<file path="config.mk">
export PLATFORM = sky130hd
export DESIGN_NAME = rsi_wilder_smoothing_core_flat
export DESIGN_NICKNAME = d
export VERILOG_FILES = /design/src/design/rsi_pkg.sv /design/src/design/rsi_in_if.sv /design/src/design/rsi_out_if.sv /design/src/design/rsi_div.sv /design/src/design/rsi_wilder_smoothing_core.sv /design/src/flat_wrapper.sv
export SDC_FILE = /design/constraint.sdc
export NUM_CORES = 2
export LEC_CHECK = 0
export ABC_AREA = 1
export BUFFER_PORTS_ARGS = -buffer_cell sky130_fd_sc_hd__buf_2
export CORE_MARGIN = 2
export CORE_UTILIZATION = 60
export CTS_CLUSTER_DIAMETER = 200
export CTS_CLUSTER_SIZE = 24
export DETAILED_ROUTE_END_ITERATION = 10
export PLACE_DENSITY = 0.84
export SLEW_MARGIN = 0
export SYNTH_ARGS = -nofsm -noshare
export SYNTH_HDL_FRONTEND = slang
export SYNTH_SLANG_ARGS = --single-unit
export TNS_END_PERCENT = 30
</file>
<file path="constraint.sdc">
create_clock -name i_clk -period 11.77 [get_ports i_clk]
set_clock_uncertainty 0.1 [all_clocks]
set_input_delay 2.354 -clock i_clk [delete_from_list [all_inputs] [get_ports i_clk]]
set_output_delay 2.354 -clock i_clk [all_outputs]
set_load 0.005 [all_outputs]
</file>
<file path="src/design/rsi_pkg.sv">
`timescale 1ns / 1ps
// ----------------------------------------------------------------------------
// RSI package
// Widths, register codes, sequencer states and divider control types shared
// by the relative strength index core and its divider.
// ----------------------------------------------------------------------------
package rsi_pkg;

    localparam int PRICE_WIDTH  = 32;
    localparam int AVG_WIDTH    = 56;
    localparam int PERIOD_WIDTH = 8;
    localparam int LEVEL_WIDTH  = 23;
    localparam int CNT_WIDTH    = 9;
    localparam int SIG_WIDTH    = 2;

    localparam int NUM_WIDTH    = 64;
    localparam int DEN_WIDTH    = AVG_WIDTH + 2;
    localparam int STEP_WIDTH   = 7;
    localparam int G25_WIDTH    = AVG_WIDTH + 5;

    localparam int ADDR_WIDTH   = 4;
    localparam int DATA_WIDTH   = 32;

    localparam logic [LEVEL_WIDTH-1:0]  RSI_FULL         = 23'd6553600;
    localparam logic [PERIOD_WIDTH-1:0] PERIOD_RESET     = 8'd14;
    localparam logic [LEVEL_WIDTH-1:0]  OVERSOLD_RESET   = 23'd1966080;
    localparam logic [LEVEL_WIDTH-1:0]  OVERBOUGHT_RESET = 23'd4587520;

    localparam logic [STEP_WIDTH-1:0] DIV_AVG_STEPS = 7'd64;
    localparam logic [STEP_WIDTH-1:0] DIV_RSI_STEPS = 7'd23;

    localparam logic [1:0] REG_PERIOD     = 2'd0;
    localparam logic [1:0] REG_OVERSOLD   = 2'd1;
    localparam logic [1:0] REG_OVERBOUGHT = 2'd2;

    localparam logic [SIG_WIDTH-1:0] SIG_HOLD = 2'd0;
    localparam logic [SIG_WIDTH-1:0] SIG_BUY  = 2'd1;
    localparam logic [SIG_WIDTH-1:0] SIG_SELL = 2'd2;

    typedef enum logic [3:0] {
        S_IDLE,
        S_UPD,
        S_GLOAD,
        S_GWAIT,
        S_LLOAD,
        S_LWAIT,
        S_CHK,
        S_RMUL,
        S_RLOAD,
        S_RWAIT,
        S_OUT
    } t_state;

    typedef struct packed {
        logic                  start;
        logic [STEP_WIDTH-1:0] steps;
    } t_div_ctl;

    typedef struct packed {
        logic busy;
        logic done;
    } t_div_sts;

endpackage

</file>
<file path="src/design/rsi_in_if.sv">
`timescale 1ns / 1ps
// ----------------------------------------------------------------------------
// RSI input channel
// Valid/ready channel carrying one price and the new-series flag.
// ----------------------------------------------------------------------------
interface rsi_in_if;
    import rsi_pkg::*;

    logic                   valid;
    logic                   ready;
    logic [PRICE_WIDTH-1:0] price;
    logic                   new_series;

    modport source (output valid, output price, output new_series, input ready);
    modport sink (input valid, input price, input new_series, output ready);

endinterface

</file>
<file path="src/design/rsi_out_if.sv">
`timescale 1ns / 1ps
// ----------------------------------------------------------------------------
// RSI output channel
// Valid/ready channel carrying the readiness flag, the RSI value and the
// trading signal.
// ----------------------------------------------------------------------------
interface rsi_out_if;
    import rsi_pkg::*;

    logic                   valid;
    logic                   ready;
    logic                   ready_res;
    logic [LEVEL_WIDTH-1:0] rsi;
    logic [SIG_WIDTH-1:0]   signal;

    modport source (output valid, output ready_res, output rsi, output signal, input ready);
    modport sink (input valid, input ready_res, input rsi, input signal, output ready);

endinterface

</file>
<file path="src/design/rsi_div.sv">
`timescale 1ns / 1ps
// ----------------------------------------------------------------------------
// RSI shared divider
// Restoring divider, one quotient bit per cycle, with a preloadable partial
// remainder and a programmable number of steps.
// ----------------------------------------------------------------------------
module rsi_div (
    input  logic                             i_clk,
    input  logic                             i_rst_n,
    input  rsi_pkg::t_div_ctl                i_ctl,
    input  logic [rsi_pkg::DEN_WIDTH-1:0]    i_rem,
    input  logic [rsi_pkg::NUM_WIDTH-1:0]    i_num,
    input  logic [rsi_pkg::DEN_WIDTH-1:0]    i_den,
    output rsi_pkg::t_div_sts                o_sts,
    output logic [rsi_pkg::NUM_WIDTH-1:0]    o_quo
);
    import rsi_pkg::*;

    logic [DEN_WIDTH-1:0]  r_rem;
    logic [DEN_WIDTH-1:0]  r_den;
    logic [NUM_WIDTH-1:0]  r_q;
    logic [STEP_WIDTH-1:0] r_cnt;
    logic                  r_done;

    logic [DEN_WIDTH:0]    w_rr;
    logic [DEN_WIDTH:0]    w_diff;
    logic                  w_ge;

    assign w_rr   = {r_rem, r_q[NUM_WIDTH-1]};
    assign w_ge   = (w_rr >= {1'b0, r_den});
    assign w_diff = w_rr - {1'b0, r_den};

    always_ff @(posedge i_clk) begin
        if (!i_rst_n) begin
            r_cnt  <= '0;
            r_done <= 1'b0;
        end else begin
            r_done <= 1'b0;
            if (i_ctl.start) begin
                r_cnt <= i_ctl.steps;
            end else if (r_cnt != '0) begin
                r_cnt  <= r_cnt - 1'b1;
                r_done <= (r_cnt == STEP_WIDTH'(1));
            end
        end
    end

    always_ff @(posedge i_clk) begin
        if (i_ctl.start) begin
            r_rem <= i_rem;
            r_den <= i_den;
            r_q   <= i_num;
        end else if (r_cnt != '0) begin
            r_rem <= w_ge ? w_diff[DEN_WIDTH-1:0] : w_rr[DEN_WIDTH-1:0];
            r_q   <= {r_q[NUM_WIDTH-2:0], w_ge};
        end
    end

    assign o_sts.busy = (r_cnt != '0);
    assign o_sts.done = r_done;
    assign o_quo      = r_q;

endmodule

</file>
<file path="src/design/rsi_wilder_smoothing_core.sv">
`timescale 1ns / 1ps
// ----------------------------------------------------------------------------
// RSI Wilder smoothing core
// Relative strength index over a price stream with Wilder smoothing.
//
// Each transaction on i_in carries one price (16 fractional bits) and a flag
// that starts a new series; each gives exactly one transaction on o_out with
// the readiness flag, the RSI (0 to 100, 16 fractional bits) and a hold, buy
// or sell signal. Period and thresholds are to be set over the APB port only
// while idle; the core itself does not enforce this. One transaction is
// processed at a time and i_in.ready is low meanwhile. A transaction that
// starts a series, or adds to the first sums without completing them, skips
// the divider. Once the sums are complete, the two 64-step divisions of the
// gain and loss averages and the 23-step RSI division share one restoring
// divider; the RSI division is skipped when the loss average is zero.
// The result sits in an output register: the next price is taken while it
// waits, and a stalled receiver holds the core only when a second result is
// ready. Reset restores the default period of 14 and thresholds of 30 and 70
// and clears the series state.
// ----------------------------------------------------------------------------
module rsi_wilder_smoothing_core (
    input  logic                            i_clk,
    input  logic                            i_rst_n,
    rsi_in_if.sink                          i_in,
    rsi_out_if.source                       o_out,
    input  logic                            psel,
    input  logic                            penable,
    input  logic                            pwrite,
    input  logic [rsi_pkg::ADDR_WIDTH-1:0]  paddr,
    input  logic [rsi_pkg::DATA_WIDTH-1:0]  pwdata,
    output logic [rsi_pkg::DATA_WIDTH-1:0]  prdata,
    output logic                            pready
);
    import rsi_pkg::*;

    logic [PERIOD_WIDTH-1:0] r_period;
    logic [LEVEL_WIDTH-1:0]  r_oversold;
    logic [LEVEL_WIDTH-1:0]  r_overbought;

    t_state                  r_state;
    t_state                  n_state;

    logic [PRICE_WIDTH-1:0]  r_last_price;
    logic                    r_have;
    logic                    r_restart;
    logic [PRICE_WIDTH-1:0]  r_gain_in;
    logic [PRICE_WIDTH-1:0]  r_loss_in;
    logic [CNT_WIDTH-1:0]    r_count;
    logic [AVG_WIDTH-1:0]    r_gain_avg;
    logic [AVG_WIDTH-1:0]    r_loss_avg;
    logic                    r_smooth;
    logic                    r_ready;
    logic [LEVEL_WIDTH-1:0]  r_rsi;
    logic [G25_WIDTH-1:0]    r_g25;
    logic [DEN_WIDTH-1:0]    r_sum;

    logic                    r_out_valid;
    logic                    r_out_ready_res;
    logic [LEVEL_WIDTH-1:0]  r_out_rsi;
    logic [SIG_WIDTH-1:0]    r_out_signal;

    logic                    w_cfg_wr;
    logic                    w_accept;
    logic                    w_out_load;
    logic [PERIOD_WIDTH-1:0] w_p;
    logic [PERIOD_WIDTH-1:0] w_pm1;
    logic                    w_cnt_lt;
    logic                    w_cnt_last;
    logic [CNT_WIDTH-1:0]    w_cnt_next;
    logic [AVG_WIDTH-1:0]    w_mul_avg;
    logic [PRICE_WIDTH-1:0]  w_mul_x;
    logic [NUM_WIDTH-1:0]    w_prod;
    logic [G25_WIDTH-1:0]    w_g_ext;
    logic [SIG_WIDTH-1:0]    w_signal;

    t_div_ctl                w_div_ctl;
    t_div_sts                w_div_sts;
    logic [DEN_WIDTH-1:0]    w_div_rem;
    logic [NUM_WIDTH-1:0]    w_div_num;
    logic [DEN_WIDTH-1:0]    w_div_den;
    logic [NUM_WIDTH-1:0]    w_div_quo;

    // Configuration port.
    assign pready   = 1'b1;
    assign w_cfg_wr = psel && penable && pwrite && pready;

    always_ff @(posedge i_clk) begin
        if (!i_rst_n) begin
            r_period     <= PERIOD_RESET;
            r_oversold   <= OVERSOLD_RESET;
            r_overbought <= OVERBOUGHT_RESET;
        end else if (w_cfg_wr) begin
            case (paddr[3:2])
                REG_PERIOD:     r_period     <= pwdata[PERIOD_WIDTH-1:0];
                REG_OVERSOLD:   r_oversold   <= pwdata[LEVEL_WIDTH-1:0];
                REG_OVERBOUGHT: r_overbought <= pwdata[LEVEL_WIDTH-1:0];
                default: begin
                end
            endcase
        end
    end

    always_comb begin
        case (paddr[3:2])
            REG_PERIOD:     prdata = DATA_WIDTH'(r_period);
            REG_OVERSOLD:   prdata = DATA_WIDTH'(r_oversold);
            REG_OVERBOUGHT: prdata = DATA_WIDTH'(r_overbought);
            default:        prdata = '0;
        endcase
    end

    // Datapath helpers.
    assign w_p        = (r_period == '0) ? PERIOD_WIDTH'(1) : r_period;
    assign w_pm1      = w_p - 1'b1;
    assign w_cnt_lt   = (r_count < CNT_WIDTH'(w_p));
    assign w_cnt_next = r_count + 1'b1;
    assign w_cnt_last = (w_cnt_next == CNT_WIDTH'(w_p));
    assign w_mul_avg  = (r_state == S_LLOAD) ? r_loss_avg : r_gain_avg;
    assign w_mul_x    = (r_state == S_LLOAD) ? r_loss_in : r_gain_in;
    assign w_prod     = NUM_WIDTH'(w_mul_avg) * NUM_WIDTH'(w_pm1) + NUM_WIDTH'(w_mul_x);
    assign w_g_ext    = G25_WIDTH'(r_gain_avg);

    assign w_accept   = i_in.valid && i_in.ready;
    assign w_out_load = (r_state == S_OUT) && (!r_out_valid || o_out.ready);

    always_comb begin
        if (r_ready && (r_rsi <= r_oversold)) begin
            w_signal = SIG_BUY;
        end else if (r_ready && (r_rsi >= r_overbought)) begin
            w_signal = SIG_SELL;
        end else begin
            w_signal = SIG_HOLD;
        end
    end

    // Next state.
    always_comb begin
        n_state = r_state;
        case (r_state)
            S_IDLE: begin
                if (w_accept) n_state = S_UPD;
            end
            S_UPD: begin
                if (r_restart) begin
                    n_state = S_CHK;
                end else if (w_cnt_lt) begin
                    n_state = w_cnt_last ? S_GLOAD : S_CHK;
                end else begin
                    n_state = S_GLOAD;
                end
            end
            S_GLOAD: n_state = S_GWAIT;
            S_GWAIT: begin
                if (w_div_sts.done) n_state = S_LLOAD;
            end
            S_LLOAD: n_state = S_LWAIT;
            S_LWAIT: begin
                if (w_div_sts.done) n_state = S_CHK;
            end
            S_CHK: begin
                if (w_cnt_lt || (r_loss_avg == '0)) begin
                    n_state = S_OUT;
                end else begin
                    n_state = S_RMUL;
                end
            end
            S_RMUL:  n_state = S_RLOAD;
            S_RLOAD: n_state = S_RWAIT;
            S_RWAIT: begin
                if (w_div_sts.done) n_state = S_OUT;
            end
            S_OUT: begin
                if (w_out_load) n_state = S_IDLE;
            end
            default: n_state = S_IDLE;
        endcase
    end

    // Sequencer outputs.
    always_comb begin
        i_in.ready      = 1'b0;
        w_div_ctl.start = 1'b0;
        w_div_ctl.steps = DIV_AVG_STEPS;
        w_div_rem       = '0;
        w_div_num       = w_prod;
        w_div_den       = DEN_WIDTH'(w_p);
        case (r_state)
            S_IDLE: i_in.ready = 1'b1;
            S_GLOAD, S_LLOAD: begin
                w_div_ctl.start = 1'b1;
                if (!r_smooth) w_div_num = NUM_WIDTH'(w_mul_avg);
            end
            S_RLOAD: begin
                w_div_ctl.start = 1'b1;
                w_div_ctl.steps = DIV_RSI_STEPS;
                w_div_rem       = DEN_WIDTH'(r_g25[G25_WIDTH-1:5]);
                w_div_num       = {r_g25[4:0], {(NUM_WIDTH-5){1'b0}}};
                w_div_den       = r_sum;
            end
            default: begin
            end
        endcase
    end

    rsi_div u_div (
        .i_clk   (i_clk),
        .i_rst_n (i_rst_n),
        .i_ctl   (w_div_ctl),
        .i_rem   (w_div_rem),
        .i_num   (w_div_num),
        .i_den   (w_div_den),
        .o_sts   (w_div_sts),
        .o_quo   (w_div_quo)
    );

    // Control and series state.
    always_ff @(posedge i_clk) begin
        if (!i_rst_n) begin
            r_state      <= S_IDLE;
            r_have       <= 1'b0;
            r_restart    <= 1'b0;
            r_count      <= '0;
            r_gain_avg   <= '0;
            r_loss_avg   <= '0;
            r_last_price <= '0;
            r_smooth     <= 1'b0;
            r_ready      <= 1'b0;
            r_out_valid  <= 1'b0;
        end else begin
            r_state <= n_state;
            if (w_accept) begin
                r_restart    <= i_in.new_series || !r_have;
                r_have       <= 1'b1;
                r_last_price <= i_in.price;
            end
            case (r_state)
                S_UPD: begin
                    if (r_restart) begin
                        r_count    <= '0;
                        r_gain_avg <= '0;
                        r_loss_avg <= '0;
                    end else if (w_cnt_lt) begin
                        r_gain_avg <= r_gain_avg + AVG_WIDTH'(r_gain_in);
                        r_loss_avg <= r_loss_avg + AVG_WIDTH'(r_loss_in);
                        r_count    <= w_cnt_next;
                        r_smooth   <= 1'b0;
                    end else begin
                        r_smooth   <= 1'b1;
                    end
                end
                S_GWAIT: begin
                    if (w_div_sts.done) r_gain_avg <= w_div_quo[AVG_WIDTH-1:0];
                end
                S_LWAIT: begin
                    if (w_div_sts.done) r_loss_avg <= w_div_quo[AVG_WIDTH-1:0];
                end
                S_CHK: r_ready <= !w_cnt_lt;
                default: begin
                end
            endcase
            if (w_out_load) begin
                r_out_valid <= 1'b1;
            end else if (o_out.ready) begin
                r_out_valid <= 1'b0;
            end
        end
    end

    // Payload registers.
    always_ff @(posedge i_clk) begin
        if (w_accept) begin
            r_gain_in <= (i_in.price > r_last_price) ? i_in.price - r_last_price : '0;
            r_loss_in <= (i_in.price < r_last_price) ? r_last_price - i_in.price : '0;
        end
        case (r_state)
            S_CHK: begin
                if (w_cnt_lt) begin
                    r_rsi <= '0;
                end else begin
                    r_rsi <= RSI_FULL;
                end
            end
            S_RMUL: begin
                r_g25 <= (w_g_ext << 4) + (w_g_ext << 3) + w_g_ext;
                r_sum <= DEN_WIDTH'(r_gain_avg) + DEN_WIDTH'(r_loss_avg);
            end
            S_RWAIT: begin
                if (w_div_sts.done) r_rsi <= w_div_quo[LEVEL_WIDTH-1:0];
            end
            default: begin
            end
        endcase
        if (w_out_load) begin
            r_out_ready_res <= r_ready;
            r_out_rsi       <= r_rsi;
            r_out_signal    <= w_signal;
        end
    end

    assign o_out.valid     = r_out_valid;
    assign o_out.ready_res = r_out_ready_res;
    assign o_out.rsi       = r_out_rsi;
    assign o_out.signal    = r_out_signal;

`ifndef SYNTH
    a_div_start_idle: assert property (@(posedge i_clk) disable iff (!i_rst_n)
        w_div_ctl.start |-> !w_div_sts.busy)
        else $error("Divider started while busy.");

    a_out_from_seq: assert property (@(posedge i_clk) disable iff (!i_rst_n)
        $rose(r_out_valid) |-> $past(r_state) == S_OUT)
        else $error("Output became valid outside the output state.");

    a_rsi_range: assert property (@(posedge i_clk) disable iff (!i_rst_n)
        r_out_valid |-> o_out.rsi <= RSI_FULL)
        else $error("RSI above full scale.");

    a_not_ready_zero: assert property (@(posedge i_clk) disable iff (!i_rst_n)
        r_out_valid && !o_out.ready_res |-> o_out.rsi == '0 && o_out.signal == SIG_HOLD)
        else $error("Nonzero RSI or signal before the series is ready.");
`endif

endmodule

</file>
<file path="src/flat_wrapper.sv">
// flat-port wrapper written by rule: the top's interface ports become plain ports
module rsi_wilder_smoothing_core_flat import rsi_pkg::*;
  (i_clk, i_rst_n, psel, penable, pwrite, paddr, pwdata, prdata, pready, i_in_valid, i_in_price, i_in_new_series, i_in_ready, o_out_valid, o_out_ready_res, o_out_rsi, o_out_signal, o_out_ready);
  rsi_in_if i_in_i ();
  rsi_out_if o_out_i ();
  input  logic i_clk;
  input  logic i_rst_n;
  input  logic psel;
  input  logic penable;
  input  logic pwrite;
  input  logic [rsi_pkg::ADDR_WIDTH-1:0] paddr;
  input  logic [rsi_pkg::DATA_WIDTH-1:0] pwdata;
  output logic [rsi_pkg::DATA_WIDTH-1:0] prdata;
  output logic pready;
  input wire logic [$bits(i_in_i.valid)-1:0] i_in_valid;
  input wire logic [$bits(i_in_i.price)-1:0] i_in_price;
  input wire logic [$bits(i_in_i.new_series)-1:0] i_in_new_series;
  output wire logic [$bits(i_in_i.ready)-1:0] i_in_ready;
  output wire logic [$bits(o_out_i.valid)-1:0] o_out_valid;
  output wire logic [$bits(o_out_i.ready_res)-1:0] o_out_ready_res;
  output wire logic [$bits(o_out_i.rsi)-1:0] o_out_rsi;
  output wire logic [$bits(o_out_i.signal)-1:0] o_out_signal;
  input wire logic [$bits(o_out_i.ready)-1:0] o_out_ready;
  assign i_in_i.valid = i_in_valid;
  assign i_in_i.price = i_in_price;
  assign i_in_i.new_series = i_in_new_series;
  assign i_in_ready = i_in_i.ready;
  assign o_out_valid = o_out_i.valid;
  assign o_out_ready_res = o_out_i.ready_res;
  assign o_out_rsi = o_out_i.rsi;
  assign o_out_signal = o_out_i.signal;
  assign o_out_i.ready = o_out_ready;
  rsi_wilder_smoothing_core u_core (.i_clk(i_clk), .i_rst_n(i_rst_n), .i_in(i_in_i), .o_out(o_out_i), .psel(psel), .penable(penable), .pwrite(pwrite), .paddr(paddr), .pwdata(pwdata), .prdata(prdata), .pready(pready));
endmodule
</file>
==> metrics <==
transition time at the pin with the least slew margin=~1.3 ns; placer's final routability congestion estimate=approximately 1.2; number of setup buffers added after CTS=0; number of global-route vias before repair=between 60,000 and 70,000; number of instances in the synthesized netlist=around 10,000; GRT overflow=0; global-route wire length before repair=413,000 um; clock root buffer=clkbuf_16; Reg-to-Reg End=u_core.u_div.o_quo[63]; normalized max-slew margin=0.103; count of instances resized after the clock tree is built=0; total die area=between 100,000 and 150,000 um2; top routing layer used=met5; area of the core=114,000 um2; width of the die=343 um; pin count of the biggest net entering global routing=80; Routed met1 length=about 97,000 um; number of warnings reported in the yosys synthesis log=0; clk sinks=634; Slew Limit Fails=0; number of port buffers=roughly 120; count of vias placed by the detailed router=70,700; max-cap violations=0; share of synthesized area occupied by flip-flops and latches=0.243; worst hold start=u_core.r_last_price[31]; Post-DP HPWL=~230,000 um; distinct cell type count of the synthesized netlist=53; Tmin final=8.36 ns; setup total negative slack=0 ns; top fanout value on the critical path=35; number of nets with antenna violations after detailed routing=0; endpoint kind of the worst setup timing path=flop; Avg Synthesized Cell Area=about 6.8 um2; clock network latency to the later pin of the worst-skew pair=roughly 0.74 ns; setup violators final=0; worst setup slack for register-to-register paths=approximately 3.4 ns; final routed wirelength across all metal layers=281,000 um; nets@finish=approximately 11,000; type of the setup path with the least slack=reg -> reg; fraction of layout instances using a drive strength above 1=0.0332; asr flop ratio synth=0; count of standard-cell rows=124; Clock Path Buffers=3; via/cell ratio=~6; Boundary Pins=between 100 and 150; Final Hold Viols=0; worst hold path type=reg -> reg; average routed wire per standard cell=23.9 um; WL met3=approximately 33,000 um; initial standard-cell utilization of the core=0.605; clock tree from TritonCTS=yes; Achievable Freq=around 0.12 GHz; Critical R2R Launch=u_core.r_period[6]; total DRC errors in the routed layout=0; unrepaired setup endpoints after global routing=no; detailed route wirelength on metal2=~120,000 um; Worst Hold Path Cells=2; Reg2Reg Depth=24; number of hold buffers added after cts=0; netlist area before placement=69,100 um2; number of H-tree branching levels=1; number of CTS-inserted buffers=30; final worst path period share=0.710; signal arrival time at the worst endpoint=8.71 ns; top flip-flop cell by instance count after synthesis=edfxtp_1; WHS Endpoint=u_core.r_last_price[31]; result of the run=finished, final reports clean; antenna violations before repair=13; number of synthesized flops with an enable pin=a little over 400; launching element type of the critical path=flop; drt first-iter violations=approximately 8,700; overall fraction of global-route tracks in use=0.471; register bit total from synthesis=roughly 630; layout overhead on the synthesized area=4.50%; clock-pin transition on the worst setup and hold timing paths=0.11 ns; DIE HEIGHT=approximately 340 um; drt pass-1 iters=11; Req. time, crit path=~12 ns
## cell usage after synthesis (all sizes together) (23+ instances only)
cell type,n,area [um2]
mux2i,31,310
nand3b,40,300
a22oi,23,173
xnor2,48,420
fa,415,8310
dfxtp,224,4480
nand2,2532,9520
xor2,91,816
a21o,27,203
nand3,505,2540
a31oi,45,297
o221ai,28,245
nor3,92,470
nand4,115,719
buf,96,526
o21ai,597,2990
clkbuf,118,447
nor2,1340,5050
or2,56,350
o211ai,30,225
edfxtp,410,12300
ha,486,6080
o22ai,30,188
inv,1921,7210
o21bai,45,338
a21oi,802,4030
o21a,24,180
## cell families (layout without fill, tap and decap cells)
logic type / Yosys count / count (layout) / share of synthesized area
AO/OA/AOI/OAI: 1667 / 1667 / 0.130
flip-flops: 634 / 634 / 0.243
XOR/XNOR: 139 / 139 / 0.0179
other: 2 / 21 / 0.000109
multiplexers: 31 / 31 / 0.00449
adder cells (fa/ha/maj): 901 / 901 / 0.208
AND/OR/NAND/NOR: 4710 / 4710 / 0.277
buffers and inverters: 2138 / 2165 / 0.119
## layout by cell type (no fill, tap or decap), types with 40 or more instances in the layout
master	count
nand2_1	2527
inv_1	1900
nor2_1	1326
a21oi_1	800
o21ai_0	559
nand3_1	502
ha_1	486
fa_1	415
edfxtp_1	410
dfxtp_1	224
nand4_1	115
buf_2	114
xor2_1	90
nor3_1	89
buf_4	70
or2_2	56
xnor2_1	47
o21bai_1	45
a31oi_1	44
nand3b_1	40
## through the flow
step                instances  utilization  setup slack [ns]  instance area (um2)  hold WS [ns]
finish                  11800        0.632              3.41                72200         0.374
global route            11800        0.632              3.18                72200         0.384
CTS                     11800        0.632              3.76                72100         0.372
detailed placement      11700        0.624              3.77                71200         0.356
global placement        11700        0.624              3.86                71200         0.344
floorplan               10200            -              2.36                69100         0.326
## critical path, stage by stage (launching register included)
cell and delay [ns]:
dfxtp_1 0.37, clkinv_1 0.35, a31oi_4 0.30, buf_4 0.44, inv_2 0.41, o21ai_0 0.30, nand2_1 0.23, inv_2 0.54
buf_4 0.48, nor2_1 0.11, fa_1 0.57, inv_1 0.05, fa_1 0.47, fa_1 0.54, fa_1 0.54, inv_1 0.04
ha_1 0.36, a21oi_1 0.28, o21ai_0 0.19, a21oi_1 0.28, nand2_1 0.14, a21oi_1 0.39, nand3_1 0.13, nand3_1 0.21
nand2_1 0.18
## final cells by class
cell class,count,area (um2)
flip-flops and latches,634,16800
clock buffers,54,841
fillers,10500,42000
inverters,1924,7230
multi-input cells,7458,44200
diodes,11,27.5
repair buffers,185,1110
clock inverters,2,46.3
well taps,1512,1890
## state kept, by name (all words and copies together) (netlist names), 32 cells and up
name / count
u_core.u_div.r_den: 57
u_core.r_gain_avg: 56
u_core.r_sum: 57
u_core.u_div.o_quo: 64
u_core.r_last_price: 32
u_core.r_loss_in: 32
u_core.r_gain_in: 32
u_core.r_g25: 61
u_core.r_loss_avg: 56
u_core.u_div.r_rem: 58
## per-layer routing
metal	up-vias	global-route usage
met5	-	0
met1	32700	0.553
met4	12	0.404
met3	1126	0.113
li1	32500	-
met2	4349	0.727
## how the worst max path moves through the flow
stage / cells past startpoint / slack [ns] / from / to
after global routing: 27 / 3.18 / u_core.r_period[6] / u_core.u_div.o_quo[62]
final: 24 / 3.41 / u_core.r_period[6] / u_core.u_div.o_quo[63]
after floorplan: 2 / 2.36 / u_core.r_state[1] / u_core.r_g25[0]
after detailed placement: 28 / 3.77 / u_core.r_period[6] / u_core.u_div.o_quo[62]
after CTS: 30 / 3.76 / u_core.r_period[2] / u_core.u_div.o_quo[62]
after global placement: 27 / 3.86 / u_core.r_period[6] / u_core.u_div.o_quo[62]
Power is left out: the tool's default activity adds up to more than one toggle a clock period on the data nets, which glitch-free logic cannot reach.
